**config.mk**
```make
export PLATFORM = sky130hd
export DESIGN_NAME = label_access_check
export DESIGN_NICKNAME = d
export VERILOG_FILES = /design/src/rtl/lac_pkg.sv /design/src/rtl/lac_rule_table.sv /design/src/rtl/label_access_check.sv
export SDC_FILE = /design/constraint.sdc
export NUM_CORES = 2
export LEC_CHECK = 0
export ABC_CLOCK_PERIOD_IN_PS = 14900
export BUFFER_PORTS_ARGS = -buffer_cell sky130_fd_sc_hd__buf_2
export CORE_UTILIZATION = 35
export CTS_CLUSTER_SIZE = 40
export DETAILED_ROUTE_END_ITERATION = 7
export GPL_ROUTABILITY_DRIVEN = 0
export GPL_TIMING_DRIVEN = 0
export PLACE_DENSITY_LB_ADDON = 0.2
export SLEW_MARGIN = 20
export SYNTH_ARGS = -nofsm -noshare
export SYNTH_HDL_FRONTEND = slang
export SYNTH_SLANG_ARGS = --single-unit
```
**constraint.sdc**
```tcl
create_clock -name clk -period 14.9 [get_ports clk]
set_input_delay 4.47 -clock clk [delete_from_list [all_inputs] [get_ports clk]]
set_output_delay 4.47 -clock clk [all_outputs]
set_load 0.02 [all_outputs]
```
**src/rtl/lac_pkg.sv**
```systemverilog
`timescale 1ns / 1ps
// ----------------------------------------------------------------------------
// lac_pkg
// shared widths, special labels, access bits and decision codes for the
// label access check block
// ----------------------------------------------------------------------------
package lac_pkg;

  // defaults for the top level parameters
  localparam int RULE_ENTRIES_DEF = 64;
  localparam int LABEL_BITS_DEF   = 16;

  // fixed field widths
  localparam int IN_LABEL_W = 16;
  localparam int MASK_W     = 6;
  localparam int RULE_IDX_W = 6;
  localparam int CODE_W     = 4;
  localparam int CFG_IDX_W  = 1;

  // rule compare results are reduced in groups of this size
  localparam int GROUP_SIZE = 8;

  // special labels
  localparam int LBL_HAT   = 3;
  localparam int LBL_STAR  = 4;
  localparam int LBL_FLOOR = 5;
  localparam int LBL_WEB   = 7;

  // access bits
  localparam logic [MASK_W-1:0] ACC_READ    = 6'b000001;
  localparam logic [MASK_W-1:0] ACC_WRITE   = 6'b000010;
  localparam logic [MASK_W-1:0] ACC_EXEC    = 6'b000100;
  localparam logic [MASK_W-1:0] ACC_LOCK    = 6'b100000;
  localparam logic [MASK_W-1:0] ACC_ANYREAD = ACC_READ | ACC_EXEC;

  // configuration register indexes
  localparam logic [CFG_IDX_W-1:0] CFG_LOG_DENIED = 1'b0;
  localparam logic [CFG_IDX_W-1:0] CFG_LOG_ACCEPT = 1'b1;

  // command codes
  localparam logic CMD_CHECK = 1'b0;
  localparam logic CMD_WRITE = 1'b1;

  // rule scopes
  localparam logic SCOPE_SUBJECT = 1'b0;
  localparam logic SCOPE_TASK    = 1'b1;

  // decision codes
  typedef enum logic [CODE_W-1:0] {
    DEC_WRITE_ACK   = 4'd0,
    DEC_STAR_SUBJ   = 4'd1,
    DEC_WEB         = 4'd2,
    DEC_STAR_OBJ    = 4'd3,
    DEC_SAME_LABEL  = 4'd4,
    DEC_FLOOR_HAT   = 4'd5,
    DEC_RULE_OK     = 4'd6,
    DEC_NO_RULE     = 4'd7,
    DEC_TASK_RESTR  = 4'd8,
    DEC_OVERRIDE    = 4'd9
  } lac_code_t;

  // rule write control from the input stage to the rule table
  typedef struct packed {
    logic                  we;
    logic [RULE_IDX_W-1:0] idx;
    logic                  scope;
    logic                  valid;
    logic [MASK_W-1:0]     acc;
  } lac_wr_t;

endpackage

```
**src/rtl/lac_rule_table.sv**
```systemverilog
`timescale 1ns / 1ps
// ----------------------------------------------------------------------------
// lac_rule_table
// rule storage with parallel subject/object compare, registered match and
// satisfy vectors, then a registered first-match reduction per group
// ----------------------------------------------------------------------------
module lac_rule_table
  import lac_pkg::*;
#(
  parameter int RULE_ENTRIES = RULE_ENTRIES_DEF,
  parameter int LABEL_BITS   = LABEL_BITS_DEF,
  parameter int NUM_GROUPS   = (RULE_ENTRIES + GROUP_SIZE - 1) / GROUP_SIZE
) (
  input  logic                  clk,
  input  logic                  rst_n,
  input  logic                  ld1,
  input  logic                  ld2,
  input  lac_wr_t               wr,
  input  logic [LABEL_BITS-1:0] subj,
  input  logic [LABEL_BITS-1:0] obj,
  input  logic [MASK_W-1:0]     req,
  output logic [NUM_GROUPS-1:0] grp_found0,
  output logic [NUM_GROUPS-1:0] grp_sat0,
  output logic [NUM_GROUPS-1:0] grp_found1,
  output logic [NUM_GROUPS-1:0] grp_sat1
);

  localparam int PADDED = NUM_GROUPS * GROUP_SIZE;

  // table storage
  logic [RULE_ENTRIES-1:0] valid_r;
  logic                    scope_r [RULE_ENTRIES];
  logic [LABEL_BITS-1:0]   subj_r  [RULE_ENTRIES];
  logic [LABEL_BITS-1:0]   obj_r   [RULE_ENTRIES];
  logic [MASK_W-1:0]       acc_r   [RULE_ENTRIES];

  // stage 1 vectors
  logic [PADDED-1:0] m0_nxt, s0_nxt, m1_nxt, s1_nxt;
  logic [PADDED-1:0] m0_r, s0_r, m1_r, s1_r;

  // stage 2 group results
  logic [NUM_GROUPS-1:0] gf0_nxt, gs0_nxt, gf1_nxt, gf1s_nxt;
  logic [NUM_GROUPS-1:0] gf0_r, gs0_r, gf1_r, gs1_r;

  // write implies lock, folded in when the rule is stored
  logic [MASK_W-1:0] acc_w;
  assign acc_w = ((wr.acc & ACC_WRITE) != '0) ? (wr.acc | ACC_LOCK) : wr.acc;

  genvar e;
  generate
    for (e = 0; e < PADDED; e++) begin : g_ent
      if (e < RULE_ENTRIES) begin : g_real
        logic hit;
        logic key_eq;
        logic covers;

        assign hit = wr.we && (32'(wr.idx) == 32'(e));

        always_ff @(posedge clk) begin
          if (!rst_n) begin
            valid_r[e] <= 1'b0;
          end else if (hit) begin
            valid_r[e] <= wr.valid;
          end
        end

        always_ff @(posedge clk) begin
          if (hit) begin
            scope_r[e] <= wr.scope;
            subj_r[e]  <= subj;
            obj_r[e]   <= obj;
            acc_r[e]   <= acc_w;
          end
        end

        assign key_eq = valid_r[e] && (subj_r[e] == subj) && (obj_r[e] == obj);
        assign covers = ((req & acc_r[e]) == req);
        assign m0_nxt[e] = key_eq && (scope_r[e] == SCOPE_SUBJECT);
        assign m1_nxt[e] = key_eq && (scope_r[e] == SCOPE_TASK);
        assign s0_nxt[e] = covers && (acc_r[e] != '0);
        assign s1_nxt[e] = covers;
      end else begin : g_pad
        assign m0_nxt[e] = 1'b0;
        assign m1_nxt[e] = 1'b0;
        assign s0_nxt[e] = 1'b0;
        assign s1_nxt[e] = 1'b0;
      end
    end
  endgenerate

  always_ff @(posedge clk) begin
    if (ld1) begin
      m0_r <= m0_nxt;
      s0_r <= s0_nxt;
      m1_r <= m1_nxt;
      s1_r <= s1_nxt;
    end
  end

  // lowest index wins inside each group
  always_comb begin
    for (int g = 0; g < NUM_GROUPS; g++) begin
      gf0_nxt[g]  = |m0_r[g*GROUP_SIZE +: GROUP_SIZE];
      gf1_nxt[g]  = |m1_r[g*GROUP_SIZE +: GROUP_SIZE];
      gs0_nxt[g]  = 1'b0;
      gf1s_nxt[g] = 1'b0;
      for (int i = GROUP_SIZE - 1; i >= 0; i--) begin
        if (m0_r[g*GROUP_SIZE + i]) begin
          gs0_nxt[g] = s0_r[g*GROUP_SIZE + i];
        end
        if (m1_r[g*GROUP_SIZE + i]) begin
          gf1s_nxt[g] = s1_r[g*GROUP_SIZE + i];
        end
      end
    end
  end

  always_ff @(posedge clk) begin
    if (ld2) begin
      gf0_r <= gf0_nxt;
      gs0_r <= gs0_nxt;
      gf1_r <= gf1_nxt;
      gs1_r <= gf1s_nxt;
    end
  end

  assign grp_found0 = gf0_r;
  assign grp_sat0   = gs0_r;
  assign grp_found1 = gf1_r;
  assign grp_sat1   = gs1_r;

endmodule

```
**src/rtl/label_access_check.sv**
```systemverilog
`timescale 1ns / 1ps
// ----------------------------------------------------------------------------
// label_access_check
// label based access decision with a rule table, task restrictions and
// audit marking
// ----------------------------------------------------------------------------
// One input word is either a rule write or an access check, and each gives
// exactly one result word. The block takes one word per cycle while the result
// side is not stalled, and returns results in order; a word's result goes from
// the input register through the table compare and the group reduction to the
// decision and the output register. The rate rests on the rule table compare:
// every entry is compared against the check's labels in parallel, and the first
// match is found over the following stage. A rule write updates the table
// as the write leaves the input register, so a check right behind it sees
// the new rule. The table comes out of reset with every slot empty; there is
// no clearing pass. Configuration (audit policy bits) is taken at any time
// and is applied to results at the output stage.
// ----------------------------------------------------------------------------
module label_access_check
  import lac_pkg::*;
#(
  parameter int RULE_ENTRIES = RULE_ENTRIES_DEF,
  parameter int LABEL_BITS   = LABEL_BITS_DEF
) (
  input  logic                  clk,
  input  logic                  rst_n,
  // input word
  input  logic                  in_valid,
  output logic                  in_ready,
  input  logic                  in_command,
  input  logic [IN_LABEL_W-1:0] in_subject_label,
  input  logic [IN_LABEL_W-1:0] in_object_label,
  input  logic [MASK_W-1:0]     in_request_mask,
  input  logic                  in_task_check,
  input  logic                  in_privileged,
  input  logic                  in_audit_requested,
  input  logic [RULE_IDX_W-1:0] in_rule_index,
  input  logic                  in_rule_scope,
  input  logic [MASK_W-1:0]     in_rule_access,
  input  logic                  in_rule_valid,
  // result word
  output logic                  out_valid,
  input  logic                  out_ready,
  output logic                  out_granted,
  output logic [CODE_W-1:0]     out_decided_by,
  output logic                  out_log_event,
  // configuration writes
  input  logic                  cfg_valid,
  output logic                  cfg_ready,
  input  logic [CFG_IDX_W-1:0]  cfg_index,
  input  logic                  cfg_data
);

  localparam int NUM_GROUPS = (RULE_ENTRIES + GROUP_SIZE - 1) / GROUP_SIZE;
  // bits of the label ports that take part in a compare
  localparam int CPY_W = (LABEL_BITS < IN_LABEL_W) ? LABEL_BITS : IN_LABEL_W;

  // --------------------------------------------------------------------------
  // audit policy registers
  // --------------------------------------------------------------------------
  logic log_denied_r, log_accept_r;

  assign cfg_ready = 1'b1;

  always_ff @(posedge clk) begin
    if (!rst_n) begin
      log_denied_r <= 1'b1;
      log_accept_r <= 1'b0;
    end else if (cfg_valid) begin
      case (cfg_index)
        CFG_LOG_DENIED: log_denied_r <= cfg_data;
        CFG_LOG_ACCEPT: log_accept_r <= cfg_data;
        default: ;
      endcase
    end
  end

  // --------------------------------------------------------------------------
  // pipeline flow: each stage loads when it is empty or the next one moves
  // --------------------------------------------------------------------------
  logic v0_r, v1_r, v2_r, v3_r;
  logic rdy0, rdy1, rdy2, rdy3;

  assign rdy3     = !v3_r || out_ready;
  assign rdy2     = !v2_r || rdy3;
  assign rdy1     = !v1_r || rdy2;
  assign rdy0     = !v0_r || rdy1;
  assign in_ready = rdy0;

  always_ff @(posedge clk) begin
    if (!rst_n) begin
      v0_r <= 1'b0;
      v1_r <= 1'b0;
      v2_r <= 1'b0;
      v3_r <= 1'b0;
    end else begin
      if (rdy0) v0_r <= in_valid;
      if (rdy1) v1_r <= v0_r;
      if (rdy2) v2_r <= v1_r;
      if (rdy3) v3_r <= v2_r;
    end
  end

  // --------------------------------------------------------------------------
  // stage 0: input register, labels cut or widened to LABEL_BITS
  // --------------------------------------------------------------------------
  logic [LABEL_BITS-1:0] subj_nxt, obj_nxt;

  always_comb begin
    subj_nxt = '0;
    obj_nxt  = '0;
    subj_nxt[CPY_W-1:0] = in_subject_label[CPY_W-1:0];
    obj_nxt[CPY_W-1:0]  = in_object_label[CPY_W-1:0];
  end

  logic                  cmd0_r, task0_r, priv0_r, audit0_r;
  logic [LABEL_BITS-1:0] subj0_r, obj0_r;
  logic [MASK_W-1:0]     req0_r, racc0_r;
  logic [RULE_IDX_W-1:0] ridx0_r;
  logic                  rscope0_r, rvalid0_r;

  always_ff @(posedge clk) begin
    if (rdy0) begin
      cmd0_r    <= in_command;
      subj0_r   <= subj_nxt;
      obj0_r    <= obj_nxt;
      req0_r    <= in_request_mask;
      task0_r   <= in_task_check;
      priv0_r   <= in_privileged;
      audit0_r  <= in_audit_requested;
      ridx0_r   <= in_rule_index;
      rscope0_r <= in_rule_scope;
      racc0_r   <= in_rule_access;
      rvalid0_r <= in_rule_valid;
    end
  end

  // --------------------------------------------------------------------------
  // stage 0 -> 1: fixed label checks, table write and table compare
  // --------------------------------------------------------------------------
  logic      star_s, star_o, web, same, read_like, floor_hat;
  logic      hw_hit_nxt, hw_ok_nxt;
  lac_code_t hw_code_nxt;

  assign star_s    = (subj0_r == LABEL_BITS'(LBL_STAR));
  assign star_o    = (obj0_r == LABEL_BITS'(LBL_STAR));
  assign web       = (obj0_r == LABEL_BITS'(LBL_WEB)) || (subj0_r == LABEL_BITS'(LBL_WEB));
  assign same      = (subj0_r == obj0_r);
  // only read/exec bits, or only the lock bit; an empty request counts
  assign read_like = ((req0_r & ACC_ANYREAD) == req0_r) || ((req0_r & ACC_LOCK) == req0_r);
  assign floor_hat = (obj0_r == LABEL_BITS'(LBL_FLOOR)) || (subj0_r == LABEL_BITS'(LBL_HAT));

  always_comb begin
    hw_hit_nxt  = 1'b1;
    hw_ok_nxt   = 1'b1;
    hw_code_nxt = DEC_NO_RULE;
    if (star_s) begin
      hw_ok_nxt   = 1'b0;
      hw_code_nxt = DEC_STAR_SUBJ;
    end else if (web) begin
      hw_code_nxt = DEC_WEB;
    end else if (star_o) begin
      hw_code_nxt = DEC_STAR_OBJ;
    end else if (same) begin
      hw_code_nxt = DEC_SAME_LABEL;
    end else if (read_like && floor_hat) begin
      hw_code_nxt = DEC_FLOOR_HAT;
    end else begin
      hw_hit_nxt = 1'b0;
      hw_ok_nxt  = 1'b0;
    end
  end

  // the write lands as the write word moves on, ahead of any later check
  lac_wr_t wr;
  assign wr.we    = v0_r && rdy1 && (cmd0_r == CMD_WRITE);
  assign wr.idx   = ridx0_r;
  assign wr.scope = rscope0_r;
  assign wr.valid = rvalid0_r;
  assign wr.acc   = racc0_r;

  logic [NUM_GROUPS-1:0] grp_found0, grp_sat0, grp_found1, grp_sat1;

  lac_rule_table #(
    .RULE_ENTRIES (RULE_ENTRIES),
    .LABEL_BITS   (LABEL_BITS),
    .NUM_GROUPS   (NUM_GROUPS)
  ) u_table (
    .clk        (clk),
    .rst_n      (rst_n),
    .ld1        (rdy1),
    .ld2        (rdy2),
    .wr         (wr),
    .subj       (subj0_r),
    .obj        (obj0_r),
    .req        (req0_r),
    .grp_found0 (grp_found0),
    .grp_sat0   (grp_sat0),
    .grp_found1 (grp_found1),
    .grp_sat1   (grp_sat1)
  );

  // side data that travels with the compare results
  logic      cmd1_r, task1_r, priv1_r, audit1_r, hw_hit1_r, hw_ok1_r;
  lac_code_t hw_code1_r;

  always_ff @(posedge clk) begin
    if (rdy1) begin
      cmd1_r     <= cmd0_r;
      task1_r    <= task0_r;
      priv1_r    <= priv0_r;
      audit1_r   <= audit0_r;
      hw_hit1_r  <= hw_hit_nxt;
      hw_ok1_r   <= hw_ok_nxt;
      hw_code1_r <= hw_code_nxt;
    end
  end

  // --------------------------------------------------------------------------
  // stage 1 -> 2: group reduction runs inside the table, side data follows
  // --------------------------------------------------------------------------
  logic      cmd2_r, task2_r, priv2_r, audit2_r, hw_hit2_r, hw_ok2_r;
  lac_code_t hw_code2_r;

  always_ff @(posedge clk) begin
    if (rdy2) begin
      cmd2_r     <= cmd1_r;
      task2_r    <= task1_r;
      priv2_r    <= priv1_r;
      audit2_r   <= audit1_r;
      hw_hit2_r  <= hw_hit1_r;
      hw_ok2_r   <= hw_ok1_r;
      hw_code2_r <= hw_code1_r;
    end
  end

  // --------------------------------------------------------------------------
  // stage 2 -> 3: first matching group, then the decision
  // --------------------------------------------------------------------------
  logic      found0, sat0, found1, sat1;
  logic      ok, log_nxt;
  lac_code_t code;

  always_comb begin
    found0 = |grp_found0;
    found1 = |grp_found1;
    sat0   = 1'b0;
    sat1   = 1'b0;
    for (int g = NUM_GROUPS - 1; g >= 0; g--) begin
      if (grp_found0[g]) begin
        sat0 = grp_sat0[g];
      end
      if (grp_found1[g]) begin
        sat1 = grp_sat1[g];
      end
    end
  end

  always_comb begin
    ok   = 1'b0;
    code = DEC_NO_RULE;
    if (hw_hit2_r) begin
      ok   = hw_ok2_r;
      code = hw_code2_r;
    end else if (found0 && sat0) begin
      ok   = 1'b1;
      code = DEC_RULE_OK;
    end
    if (task2_r) begin
      // a task restriction that does not cover the request overrules a grant
      if (ok && found1 && !sat1) begin
        ok   = 1'b0;
        code = DEC_TASK_RESTR;
      end
      if (!ok && priv2_r) begin
        ok   = 1'b1;
        code = DEC_OVERRIDE;
      end
    end
    log_nxt = audit2_r && (ok ? log_accept_r : log_denied_r);
    if (cmd2_r == CMD_WRITE) begin
      ok      = 1'b0;
      code    = DEC_WRITE_ACK;
      log_nxt = 1'b0;
    end
  end

  // --------------------------------------------------------------------------
  // stage 3: output register
  // --------------------------------------------------------------------------
  logic              granted3_r, log3_r;
  logic [CODE_W-1:0] code3_r;

  always_ff @(posedge clk) begin
    if (rdy3) begin
      granted3_r <= ok;
      code3_r    <= code;
      log3_r     <= log_nxt;
    end
  end

  assign out_valid      = v3_r;
  assign out_granted    = granted3_r;
  assign out_decided_by = code3_r;
  assign out_log_event  = log3_r;

endmodule

```
Word-level counts from Yosys, hierarchy flattened:

Memories as Yosys holds them, arrays and structs flattened.
Index checks and enable logic that the tools add are counted.

* bitwise operators: 129
* muxes and demuxes: 1049
* equality and inequality tests: 262
* reductions and logical operators: 746

Operators by type and width (count)
* 16-bit equality test: 129
* 16-bit two-way mux: 126
* 16-bit OR reduction: 126
* 6-bit two-way mux: 316
* 1-bit two-way mux: 599
* 1-bit logical AND: 392
* 6-bit AND: 64
* 6-bit equality test: 64
* 6-bit nonzero test: 64
* 6-bit OR reduction: 63
* 6-bit equality test (second input constant): 32
* 8-bit OR reduction: 18
* 6-bit by 5-bit equality test with 1-bit output (second input constant): 16
* 16-bit by 3-bit equality test with 1-bit output (second input constant): 5
* 1-bit inverter: 65
* 1-bit OR reduction: 63
* 6-bit by 4-bit equality test with 1-bit output (second input constant): 8
* 6-bit by 3-bit equality test with 1-bit output (second input constant): 4
* 16-bit by 2-bit equality test with 1-bit output (second input constant): 1
* 4-bit two-way mux: 4
* 6-bit by 2-bit equality test with 1-bit output (second input constant): 2
* 2-bit two-way mux: 4
* 1-bit logical OR: 7
* 6-bit by 1-bit equality test with 1-bit output (second input constant): 1
* other kinds (7): 13

* output and inout port bits: 9
* register bits: 440
* memories kept: 4
* bits of input ports: 63
* memory bits (writable): 2496
* logic and storage cells: 2298

Memory list
* u_table.obj_r: words 64, bits a word 16, rd ports 64, clocked after memory_dff 0, wr ports 1, RTL line lac_rule_table.sv:34 `logic [LABEL_BITS-1:0] obj_r [RULE_ENTRIES];`
* u_table.subj_r: words 64, bits a word 16, rd ports 64, clocked after memory_dff 0, wr ports 1, RTL line lac_rule_table.sv:33 `logic [LABEL_BITS-1:0] subj_r [RULE_ENTRIES];`
* u_table.acc_r: words 64, bits a word 6, rd ports 64, clocked after memory_dff 0, wr ports 1, RTL line lac_rule_table.sv:35 `logic [MASK_W-1:0] acc_r [RULE_ENTRIES];`
* u_table.scope_r: words 64, bits a word 1, rd ports 64, clocked after memory_dff 0, wr ports 1, RTL line lac_rule_table.sv:32 `logic scope_r [RULE_ENTRIES];`

Logic depth before layout (Yosys ltp):

* word-level depth: 73
* mapped depth: 10

By module:

Synthesis repeated with hierarchy kept, for this count alone.

* cells, all modules: 7324
* area, all modules: 118248.4 µm²

By module, submodules not included
* lac_rule_table: sequential area each 84881.4 µm², area an instance 114807.6 µm², times used 1, cells an instance 7094
* label_access_check: sequential area each 2522.4 µm², area an instance 3440.8 µm², times used 1, cells an instance 230

Worst setup path before layout:

No wires, ideal clock.

* path type: input-to-reg
* start: input out_ready
* end: register u_table.valid_r[11]
* cell stages on the path: 9
* required time: 14.781 ns
* data arrival time: 14.022 ns
* setup slack: 0.759 ns
* cell sequence: nor2b_2 and3_1 inv_1 and3_1 buf_2 nand4_1 nor3_1 mux2i_1 nor2b_1

* cells in the longest elaborated chain, start to end: 6

RTL lines
* start, declared: RTL line label_access_check.sv:43 `input logic out_ready,`
* 1-bit logical OR: RTL line label_access_check.sv:84 `assign rdy3 = !v3_r || out_ready;`
* 1-bit logical OR: RTL line label_access_check.sv:85 `assign rdy2 = !v2_r || rdy3;`
* 1-bit logical OR: RTL line label_access_check.sv:86 `assign rdy1 = !v1_r || rdy2;`
* named net rdy1: RTL line label_access_check.sv:82 `logic rdy0, rdy1, rdy2, rdy3;`
* 1-bit logical AND (2 in series): RTL line label_access_check.sv:176 `assign wr.we = v0_r && rdy1 && (cmd0_r == CMD_WRITE);`
* 1-bit logical AND: RTL line lac_rule_table.sv:57 `assign hit = wr.we && (32'(wr.idx) == 32'(e));`
* named net u_table.g_ent[11].g_real.hit: RTL line lac_rule_table.sv:53 `logic hit;`
* end signal, assigned by index: RTL line lac_rule_table.sv:63 `valid_r[e] <= wr.valid;`
* end, declared: RTL line lac_rule_table.sv:31 `logic [RULE_ENTRIES-1:0] valid_r;`

The timed path passes the listed nets, and every way through them passes these cells.
A chain may end at the register's enable or synchronous reset.

Worst setup path in the final report:

* start: input out_ready
* end: output in_ready

* cells in the longest elaborated chain, start to end: 4

RTL lines
* 1-bit logical OR: RTL line label_access_check.sv:84
* 1-bit logical OR: RTL line label_access_check.sv:85
* 1-bit logical OR: RTL line label_access_check.sv:86
* 1-bit logical OR: RTL line label_access_check.sv:87 `assign rdy0 = !v0_r || rdy1;`
* end, declared: RTL line label_access_check.sv:29 `output logic in_ready,`

No other way between the ends.

==> impl_metrics.json <==
{
  "totalWireLength_um": 469000,
  "finalCritPeriodShare_pct": 67.7,
  "grt_pass1_wl_um": 613000,
  "finClkSkew_ns": 0.0429,
  "detail-route-antenna-nets": 0,
  "endpoint_kind": "output pin",
  "worst_ir_drop_vdd_mv": 0.0836,
  "io_pins": 72,
  "dp_cells": 12205,
  "layout.cells.non_filler": 12761,
  "drt-vias-per-instance": 5.59,
  "hp-class": "register to register",
  "critical_path_arrival_ns": 5.61,
  "p_leak_nw": 43.9,
  "port_buffers": 69,
  "ys_ff_latch": 2934,
  "slew_headroom_pct": 15.1,
  "ys_warn_count": 0,
  "worstMarginPinSlew_ns": 1.26,
  "dieArea_um2": 341000,
  "seqCellArea_um2": 87400,
  "root_buffer": "clkbuf_16",
  "grt_pass1_vias": 66657,
  "synth_top_cell_area_share_pct": 72.6,
  "met1Wirelength_um": 187000,
  "synth_cell_types": 47,
  "hold_buffers": 0,
  "final_common_cell": "edfxtp_1",
  "required_ns": 10.43,
  "worstSetupPathType": "input port to output pin",
  "most-common-layout-cells": "edfxtp_1 (2864), xnor2_1 (1766), nand4_1 (448)",
  "synth.avg_cell_area_um2": 16.4,
  "areaGrowthSynthToFinish_pct": 19.5,
  "routed-wl-met3_um": 43400,
  "cts_tree": "yes",
  "ctsHtreeMaxLevel": 5,
  "start_util_pct": 35.2,
  "synth_ff_type": "edfxtp_1",
  "cts_buffers": 310,
  "final_max_slew_viol_count": 0,
  "grt_max_degree": 102,
  "rsz0062_at_grt": "false",
  "syn-num-nets": 7300,
  "insertion_delay_ns": 0.89,
  "synth_edf_count": 2864,
  "setup_viol": 0,
  "cts.clk_slew.worst_paths_ns": 0.06,
  "cts_sinks": 2934,
  "fmax_mhz": 99.2,
  "netlist_area_um2": 119000,
  "core-area_um2": 337000,
  "dr.pass1.iters": 5,
  "syn_inst": 7237,
  "period_minus_slack_ns": 10.08,
  "grt_use_total_pct": 27.0,
  "ctsResizeCount": 0,
  "yosysSeqAreaShare_pct": 73.8,
  "async_flop_share_pct": 0,
  "antenna_found_initial": 38,
  "p_per_area_nw_per_um2": 125,
  "critPathMaxFanout": 12,
  "fill_cells": 30055,
  "wl_met2_um": 215000,
  "netlist_top_cells_area": "edfxtp_1 (73%), xnor2_1 (13%), nand4_1 (2.4%)",
  "max_cap_viol_count": 0,
  "rows": 213,
  "num_vias": 71386,
  "worst_setup_path_start_kind": "input port",
  "status": "complete, no violations",
  "grt_overflow_total": 0,
  "top_layer_used": "met5",
  "die_w_um": 584,
  "placed_area_um2": 132000,
  "nNetsFinal": 8065,
  "clock_path_buffers": 4,
  "stdcell_area_um2": 142000,
  "synth_area_leader_cell": "edfxtp_1",
  "routedWlPerCell_um": 36.8,
  "multiInputGateArea_um2": 29700,
  "die_h_um": 584,
  "drc": 0,
  "postCtsSetupRepairBufs": 0,
  "hpwl_um": 325000,
  "finalHoldViolations": 0,
  "initialDrtViolationCount": 10630,
  "drive_gt1_share_pct": 14.5
}
worst max-delay path, cell delays in order:
cell and delay, ns:
buf_2 0.10, nor2b_2 0.21, and3_1 0.41, nand2_4 0.20, buf_2 0.21
routing by layer:
metal	vias up	track usage, %
li1	28729	-
met1	37435	36.6
met2	4335	42.8
met3	881	4.47
met4	6	11.7
met5	-	0
synth_stat cells (61+ instances only):
cell type,number
nor2b_1,63
edfxtp_1,2864
clkbuf_1,74
nor2_1,216
o21ai_0,61
or4_1,127
xor2_1,298
buf_2,159
nand2_1,110
nor3_1,72
o22ai_1,192
o31a_1,64
inv_1,95
nor4_1,171
nand3_1,76
xnor2_1,1766
nand4_1,448
dfxtp_1,70
sequential cells by signal, summed over array words and instances, names as in the netlist, 8 cells and up:
name and count:
u_table.m0_r 64, u_table.m1_r 64, u_table.subj_r 1024, u_table.grp_found1 8, u_table.s0_r 64, u_table.grp_sat0 8
u_table.grp_sat1 8, u_table.acc_r 384, subj0_r 16, u_table.grp_found0 8, u_table.s1_r 64, u_table.obj_r 1024
u_table.valid_r 64, obj0_r 16, u_table.scope_r 64
area by class of cell:
type / count / area share [%]
plain buffers: 321 / 1.27
inverters: 98 / 0.265
clock inverters: 144 / 0.704
repair buffers: 453 / 5.17
well taps: 4515 / 3.99
clock buffers: 402 / 5.90
multi-input cells: 3884 / 20.9
flip-flops and latches: 2934 / 61.7
diodes: 10 / 0.0177
where the power goes:
| part | leakage, nW | switching (mW) | total [mW] | internal, mW |
|---|---|---|---|---|
| sequential | 27.2 | 0.0352 | 9.10 | 9.07 |
| combinational | 12.1 | 0.842 | 1.20 | 0.363 |
| clock | 4.57 | 3.22 | 7.39 | 4.17 |
cell families after synthesis:
| family | count (synthesis) | share of synthesized area (%) |
|---|---|---|
| xor+xnor | 2064 | 15.3 |
| mux | 26 | 0.220 |
| compound gates | 481 | 2.73 |
| flops | 2934 | 73.8 |
| simple gates | 1312 | 6.23 |
| buf+inv | 419 | 1.80 |
| other cells | 1 | 0.00316 |
path summary, 6_finish.rpt:
path | from | to | cells past startpoint | slack, ns
worst min register to register | hw_ok1_r | hw_ok2_r | 0 | 0.42
worst max-delay path | out_ready | in_ready | 5 | 4.82
worst max register to register | subj0_r[10] | u_table.m0_r[41] | 14 | 9.00
worst min-delay path | hw_ok1_r | hw_ok2_r | 0 | 0.42
through the flow:
step                      util [%]  setup TNS [ns]  power (mW)  worst slack [ns]  hold slack [ns]
after floorplan                  -               0        9.75             0.759            0.400
after global placement        37.0        -7509.40        10.3             -5.61            0.405
final                         42.0               0        17.7              4.82            0.421
after global routing          42.0               0        18.0              4.76            0.434
after detailed placement      39.2               0        10.5              4.81            0.406
after CTS                     42.0               0        17.7              4.82            0.420
(Power assumes the default switching activity.)
